**src/rtl/p5td_pkg.sv**
```systemverilog
`default_nettype none
package p5td_pkg;

   localparam int unsigned CODE_W      = 5;
   localparam int unsigned CHAR_W      = 7;
   localparam int unsigned CODES       = 3;
   localparam int unsigned QUEUE_DEPTH = 4;
   localparam int unsigned QPTR_W      = $clog2(QUEUE_DEPTH);

   localparam logic [CODE_W-1:0] CODE_TOGGLE = 5'd31;
   localparam logic [CHAR_W-1:0] CHAR_TERM   = 7'd0;

   // code n sits at bits 8*(30-n) +: 8 of each row
   localparam logic [8*31-1:0] ROW_LOWER = " abcdefghijklmnopqrstuvwxyz?:'!";
   localparam logic [8*31-1:0] ROW_ALT   = " 0123456789abcdefghilmnorstuwy-";

   // mask bits 0..2: characters of the three codes; bit 3: terminator
   typedef struct packed {
      logic [CODES:0]                  mask;
      logic [CODES-1:0][CHAR_W-1:0]    chars;
   } entry_type;

   function automatic logic [CHAR_W-1:0] char_lookup(input logic set_sel,
                                                     input logic [CODE_W-1:0] code);
      logic [7:0] b;
      b = 8'd0;
      if (code != CODE_TOGGLE) begin
         if (set_sel) begin
            b = ROW_ALT[8*(30-int'(code)) +: 8];
         end else begin
            b = ROW_LOWER[8*(30-int'(code)) +: 8];
         end
      end
      return b[CHAR_W-1:0];
   endfunction

endpackage
`default_nettype wire

```
**src/rtl/packed_5bit_text_decoder_core.sv**
```systemverilog
// channel | dir | beat                       | fields (lsb up)
// req_    | in  | one packed text word       | tdata: low_byte[7:0], high_byte[15:8]
// rsp_    | out | one character / terminator | tdata: out_char[6:0]; tlast: end_of_string;
//         |     |                            | tuser: last_of_item
// A word is decoded in the cycle it is accepted and, unless it yields no beat,
// parked in a 4-entry queue. The output stage sends one beat per cycle while
// rsp_tready is high; a word gives its characters plus its terminator (0 to 4, 3 typical).
// With the queue empty, a first beat passes the queue, current entry and output register.
// Input stalls only when the queue is full; output stalls block input only via the queue.
// Synchronous reset clears the queue, output stage and character-set flag.
`default_nettype none
module packed_5bit_text_decoder_core (
   input  wire logic          clock,
   input  wire logic          reset,
   input  wire logic          req_tvalid,
   output logic               req_tready,
   input  wire logic [15:0]   req_tdata,   // low_byte[7:0], high_byte[15:8]
   output logic               rsp_tvalid,
   input  wire logic          rsp_tready,
   output logic [7:0]         rsp_tdata,   // out_char[6:0], zero[7]
   output logic               rsp_tlast,   // end_of_string
   output logic               rsp_tuser    // last_of_item
);
   import p5td_pkg::*;

   entry_type            f_entry, q_head;
   logic                 f_push, q_full, q_valid, b_pop, accept;
   logic [CHAR_W-1:0]    b_char;

   assign req_tready = !q_full;
   assign accept     = req_tvalid && req_tready;

   p5td_front u_front (
      .clock  (clock),
      .reset  (reset),
      .accept (accept),
      .word   (req_tdata),
      .entry  (f_entry),
      .push   (f_push)
   );

   p5td_queue u_queue (
      .clock      (clock),
      .reset      (reset),
      .push       (f_push),
      .push_entry (f_entry),
      .full       (q_full),
      .pop        (b_pop),
      .not_empty  (q_valid),
      .head       (q_head)
   );

   p5td_back u_back (
      .clock     (clock),
      .reset     (reset),
      .q_valid   (q_valid),
      .q_head    (q_head),
      .pop       (b_pop),
      .rsp_valid (rsp_tvalid),
      .rsp_ready (rsp_tready),
      .rsp_char  (b_char),
      .rsp_eos   (rsp_tlast),
      .rsp_last  (rsp_tuser)
   );

   assign rsp_tdata = {1'b0, b_char};

endmodule
`default_nettype wire

```
**src/rtl/p5td_front.sv**
```systemverilog
`default_nettype none
module p5td_front (
   input  wire logic                clock,
   input  wire logic                reset,
   input  wire logic                accept,
   input  wire logic [15:0]         word,
   output p5td_pkg::entry_type      entry,
   output logic                     push
);
   import p5td_pkg::*;

   logic                   set_ff;
   logic                   set_in;
   logic [CODE_W-1:0]      code;
   logic                   run_set;

   always_comb begin
      run_set = set_ff;
      code    = '0;
      entry   = '0;
      for (int i = 0; i < CODES; i++) begin
         code = word[CODE_W*i +: CODE_W];
         if (code == CODE_TOGGLE) begin
            run_set = ~run_set;
         end else begin
            entry.mask[i]  = 1'b1;
            entry.chars[i] = char_lookup(run_set, code);
         end
      end
      entry.mask[CODES] = word[15];
      push   = accept && (entry.mask != '0);
      set_in = accept ? run_set : set_ff;
   end

   always_ff @(posedge clock) begin
      if (reset) begin
         set_ff <= 1'b0;
      end else begin
         set_ff <= set_in;
      end
   end

endmodule
`default_nettype wire

```
**src/rtl/p5td_queue.sv**
```systemverilog
`default_nettype none
module p5td_queue (
   input  wire logic                clock,
   input  wire logic                reset,
   input  wire logic                push,
   input  wire p5td_pkg::entry_type push_entry,
   output logic                     full,
   input  wire logic                pop,
   output logic                     not_empty,
   output p5td_pkg::entry_type      head
);
   import p5td_pkg::*;

   entry_type            mem_ff [QUEUE_DEPTH];
   logic [QPTR_W-1:0]    wr_ptr_ff, wr_ptr_in;
   logic [QPTR_W-1:0]    rd_ptr_ff, rd_ptr_in;
   logic [QPTR_W:0]      count_ff, count_in;
   logic                 do_push, do_pop;

   always_comb begin
      full      = (count_ff == QUEUE_DEPTH[QPTR_W:0]);
      not_empty = (count_ff != '0);
      head      = mem_ff[rd_ptr_ff];
      do_push   = push && !full;
      do_pop    = pop && not_empty;
      wr_ptr_in = do_push ? wr_ptr_ff + 1'b1 : wr_ptr_ff;
      rd_ptr_in = do_pop ? rd_ptr_ff + 1'b1 : rd_ptr_ff;
      count_in  = count_ff;
      if (do_push && !do_pop) begin
         count_in = count_ff + 1'b1;
      end else if (do_pop && !do_push) begin
         count_in = count_ff - 1'b1;
      end
   end

   always_ff @(posedge clock) begin
      if (do_push) begin
         mem_ff[wr_ptr_ff] <= push_entry;
      end
   end

   always_ff @(posedge clock) begin
      if (reset) begin
         wr_ptr_ff <= '0;
         rd_ptr_ff <= '0;
         count_ff  <= '0;
      end else begin
         wr_ptr_ff <= wr_ptr_in;
         rd_ptr_ff <= rd_ptr_in;
         count_ff  <= count_in;
      end
   end

endmodule
`default_nettype wire

```
**src/rtl/p5td_back.sv**
```systemverilog
`default_nettype none
module p5td_back (
   input  wire logic                       clock,
   input  wire logic                       reset,
   input  wire logic                       q_valid,
   input  wire p5td_pkg::entry_type        q_head,
   output logic                            pop,
   output logic                            rsp_valid,
   input  wire logic                       rsp_ready,
   output logic [p5td_pkg::CHAR_W-1:0]     rsp_char,
   output logic                            rsp_eos,
   output logic                            rsp_last
);
   import p5td_pkg::*;

   entry_type            cur_ff, cur_in;
   logic                 valid_ff, valid_in;
   logic [CHAR_W-1:0]    char_ff, char_in;
   logic                 eos_ff, eos_in;
   logic                 last_ff, last_in;
   logic                 out_free;
   logic [CODES:0]       low, rest;

   always_comb begin
      cur_in   = cur_ff;
      valid_in = valid_ff && !rsp_ready;
      char_in  = char_ff;
      eos_in   = eos_ff;
      last_in  = last_ff;
      pop      = 1'b0;
      out_free = !valid_ff || rsp_ready;
      low      = cur_ff.mask & (~cur_ff.mask + 1'b1);
      rest     = cur_ff.mask;
      if (out_free && (cur_ff.mask != '0)) begin
         rest     = cur_ff.mask & ~low;
         valid_in = 1'b1;
         eos_in   = low[CODES];
         last_in  = (rest == '0);
         if (low[0]) begin
            char_in = cur_ff.chars[0];
         end else if (low[1]) begin
            char_in = cur_ff.chars[1];
         end else if (low[2]) begin
            char_in = cur_ff.chars[2];
         end else begin
            char_in = CHAR_TERM;
         end
      end
      cur_in.mask = rest;
      if ((rest == '0) && q_valid) begin
         pop    = 1'b1;
         cur_in = q_head;
      end
   end

   always_ff @(posedge clock) begin
      if (reset) begin
         cur_ff   <= '0;
         valid_ff <= 1'b0;
      end else begin
         cur_ff   <= cur_in;
         valid_ff <= valid_in;
      end
   end

   always_ff @(posedge clock) begin
      char_ff <= char_in;
      eos_ff  <= eos_in;
      last_ff <= last_in;
   end

   assign rsp_valid = valid_ff;
   assign rsp_char  = char_ff;
   assign rsp_eos   = eos_ff;
   assign rsp_last  = last_ff;

endmodule
`default_nettype wire

```
**config.mk**
```make
export PLATFORM = sky130hd
export DESIGN_NAME = packed_5bit_text_decoder_core
export DESIGN_NICKNAME = d
export VERILOG_FILES = /design/src/rtl/p5td_pkg.sv /design/src/rtl/packed_5bit_text_decoder_core.sv /design/src/rtl/p5td_front.sv /design/src/rtl/p5td_queue.sv /design/src/rtl/p5td_back.sv
export SDC_FILE = /design/constraint.sdc
export NUM_CORES = 1
export LEC_CHECK = 0
export BUFFER_PORTS_ARGS = -buffer_cell sky130_fd_sc_hd__buf_2
export CORE_ASPECT_RATIO = 0.8
export CORE_UTILIZATION = 50
export CTS_CLUSTER_DIAMETER = 30
export DETAILED_ROUTE_END_ITERATION = 8
export PLACE_DENSITY = 0.72
export SLEW_MARGIN = 30
export SYNTH_ARGS = -nofsm -noshare
export SYNTH_HDL_FRONTEND = slang
export SYNTH_SLANG_ARGS = --single-unit
```
**constraint.sdc**
```tcl
create_clock -name clock -period 2.8 [get_ports clock]
set_input_delay 0.28 -clock clock [delete_from_list [all_inputs] [get_ports clock]]
set_output_delay 0.28 -clock clock [all_outputs]
set_load 0.01 [all_outputs]
```
==> results.json <==
{
  "area_growth_pct": 14.3,
  "ys_warn_count": 0,
  "drt_first_pass_iters": 5,
  "arrival_ns": 2.86,
  "final.setup.tns_ns": 0,
  "cellLeakagePower_uw": 0.00309,
  "overflow": 0,
  "htreeDepth": 4,
  "synth-async-reset-ratio_pct": 0,
  "relSlewSlack_pct": 53.2,
  "routed_wl_um": 17500,
  "maxCapViolations": 0,
  "hpwl_um": 11700,
  "cts_num_sinks": 145,
  "period_needed_ns": 2.52,
  "row_count": 39,
  "avgSynthCellArea_um2": 11.1,
  "vias_per_cell": 6.10,
  "cts_setup_buffers": 0,
  "dr_total_vias": 5616,
  "hold_depth": 1,
  "clock_latency_ns": 0.41,
  "fillerInstances": 1119,
  "synth-seq-cells": 145,
  "rsz0062_at_grt": "false",
  "synth_fp_nets": 716,
  "die_h_um": 112,
  "critPathMaxFanout": 6,
  "post-route-drc-count": 0,
  "worstSetupPathDepth": 10,
  "synth_ff_type": "edfxtp_1",
  "cts_hold_buf": 0,
  "start_util_pct": 52.2,
  "crit_top_cell": "or3_1",
  "path_cells": "maj3_2, or3_1, a221oi_4, inv_2, ha_1, inv_1, fa_1, xor2_1, or3_1, a21oi_1",
  "grt_pass1_vias": 5366,
  "path_buf_inv": 2,
  "drtIter0Drc": 543,
  "cts_max_path_buffers": 2,
  "clkTransAtPathRegs_ns": 0.06,
  "placeableCoreArea_um2": 14500,
  "r2r_cells": 10,
  "cts_resized": 0,
  "worstSetupPathType": "flip-flop to flip-flop",
  "fin_cells": 921,
  "setup-violations-final": 0,
  "crit_required_ns": 3.14,
  "worst_pin_slew_ns": 0.700,
  "synth_edf_count": 109,
  "grt_pass1_wl_um": 28300,
  "gp_congestion": 0.924,
  "nNetsFinal": 756,
  "seq_area_frac_synth_pct": 52.6,
  "fin_crit_sh_pct": 90.0,
  "grt_max_degree": 36,
  "crit_path_start_kind": "flip-flop",
  "cp_slowest_cell": "or3_1",
  "synth_area_um2": 7590,
  "die-area_um2": 15700,
  "hold_viol": 0,
  "place_inst": 889,
  "status": "completed",
  "drv_slew": 0,
  "power.density_nw_per_um2": 918,
  "cts_root_buf": "clkbuf_16",
  "ant_nets": 0,
  "vdd_drop_max_mv": 0.445,
  "drive_gt1_share_pct": 18.7,
  "synth.distinct_cells": 71,
  "wl_per_cell_um": 19.0,
  "grt_use_total_pct": 23.4,
  "cts_buffers": 17,
  "cp-end-kind": "flip-flop",
  "fin_worst_skew_ns": 0.00841,
  "boundaryPins": 32,
  "max_stage_delay_ns": 0.38,
  "holdCritPathClass": "input pin to flip-flop",
  "antenna_found_initial": 0,
  "syn_inst": 684,
  "die_w_um": 140,
  "num_antenna_cells": 0,
  "path_delay_family": "adder cells",
  "cts_tree": "built",
  "fmax_mhz": 397,
  "port_buffers": 30
}
[final timing paths]
path | start | endpoint | slack, ns
max | u_back.cur_ff[24] | u_queue.count_ff[2] | 0.28
min reg2reg | u_back.cur_ff[19] | u_back.cur_ff[19] | 0.46
max reg2reg | u_back.cur_ff[24] | u_queue.count_ff[2] | 0.28
min | req_tdata[15] | u_queue.mem_ff[0][24] | 0.13
[registers in the layout (all words and copies together), names as in the netlist, named ones only]
signal             count
u_back.rsp_last        1
u_queue.count_ff       3
u_back.cur_ff         25
u_back.rsp_char        7
u_queue.rd_ptr_ff      2
u_back.rsp_valid       1
u_queue.wr_ptr_ff      2
u_front.set_ff         1
u_back.rsp_eos         1
u_queue.mem_ff       100
[stage by stage]
step	worst slack [ns]	utilization, %	cell area, um2	hold WS (ns)	power, uW
floorplan	0.181	-	7590	0.379	4780
global placement	0.172	55.1	8010	0.446	5390
detailed placement	0.0410	55.1	8010	0.447	5470
CTS	0.281	59.7	8670	0.111	8000
global route	0.180	59.7	8670	0.119	8370
finish	0.281	59.7	8670	0.132	7960
[cells in the mapped netlist, types with 12 or more instances]
cell type | n | area [um2]
a31oi_1 | 12 | 75.1
o21ai_0 | 39 | 195
a21oi_1 | 63 | 315
mux4_2 | 25 | 563
xnor2_1 | 15 | 131
nor2_1 | 34 | 128
clkbuf_1 | 21 | 78.8
and3_1 | 14 | 87.6
dfxtp_1 | 36 | 721
xor2_1 | 13 | 114
nand2_1 | 100 | 375
edfxtp_1 | 109 | 3270
nand3_1 | 21 | 105
[layout by cell type, fill, tap and decap left out, types with 4 or more instances in the layout]
cell type / instances
edfxtp_1: 109
nand2_1: 100
a21oi_1: 63
o21ai_0: 39
dfxtp_1: 36
buf_4: 35
nor2_1: 34
buf_2: 30
mux4_2: 25
nand3_1: 21
clkbuf_16: 17
xnor2_1: 15
and3_1: 14
xor2_1: 13
a31oi_1: 12
inv_1: 11
ha_1: 11
nor3_1: 9
o31ai_1: 9
and2_1: 8
nand4_1: 6
o22ai_1: 6
bufinv_16: 6
o21a_1: 5
nand2b_1: 5
or3_1: 5
nor4_1: 5
o221ai_1: 4
a22oi_1: 4
a21o_1: 4
o211ai_1: 4
a211oi_1: 4
mux2i_1: 4
[worst reg2reg max path, delay by kind of cell, from the launching register on]
family / cells / cell delay, ns
flip-flops: 1 / 0.35
adder cells (fa/ha/maj): 3 / 0.74
buffers and inverters: 2 / 0.16
AO/OA/AOI/OAI: 2 / 0.43
AND/OR/NAND/NOR: 2 / 0.69
XOR/XNOR: 1 / 0.08
[power breakdown]
| part | internal [uW] | switching, uW | total [uW] |
|---|---|---|---|
| sequential | 2850 | 208 | 3060 |
| combinational | 951 | 1450 | 2400 |
| clock | 1660 | 840 | 2500 |
[cells by family after synthesis]
group                      count (synthesis)  share of synthesized area (%)
other                                      1                         0.0494
buffers and inverters                     58                           3.63
adders and majority gates                 13                           2.23
xor gates and xnor gates                  33                           4.48
and+or+nand+nor                          217                           13.2
DFF                                      145                           52.6
AOI/OAI and AO/OA                        188                           15.8
muxes                                     29                           7.95
[layer usage]
metal | track usage [%] | vias up | routed length (um)
met1 | 32.0 | 2713 | 7860
met4 | 7.77 | 0 | 230
met2 | 37.9 | 225 | 8370
li1 | - | 2654 | -
met5 | 0 | - | 0
met3 | 4.27 | 24 | 1030
[layout make-up]
type                    instances  area, um2  share of cell area (%)
inverters                      14       52.6                   0.606
clock inverters                15        239                    2.75
well taps                     184        230                    2.65
multi-input cells             481       3320                    38.3
clock buffers                  17        425                    4.90
flip-flops and latches        145       3990                    46.0
repair buffers                 65        413                    4.76
Power figures use the tool's default switching activity.
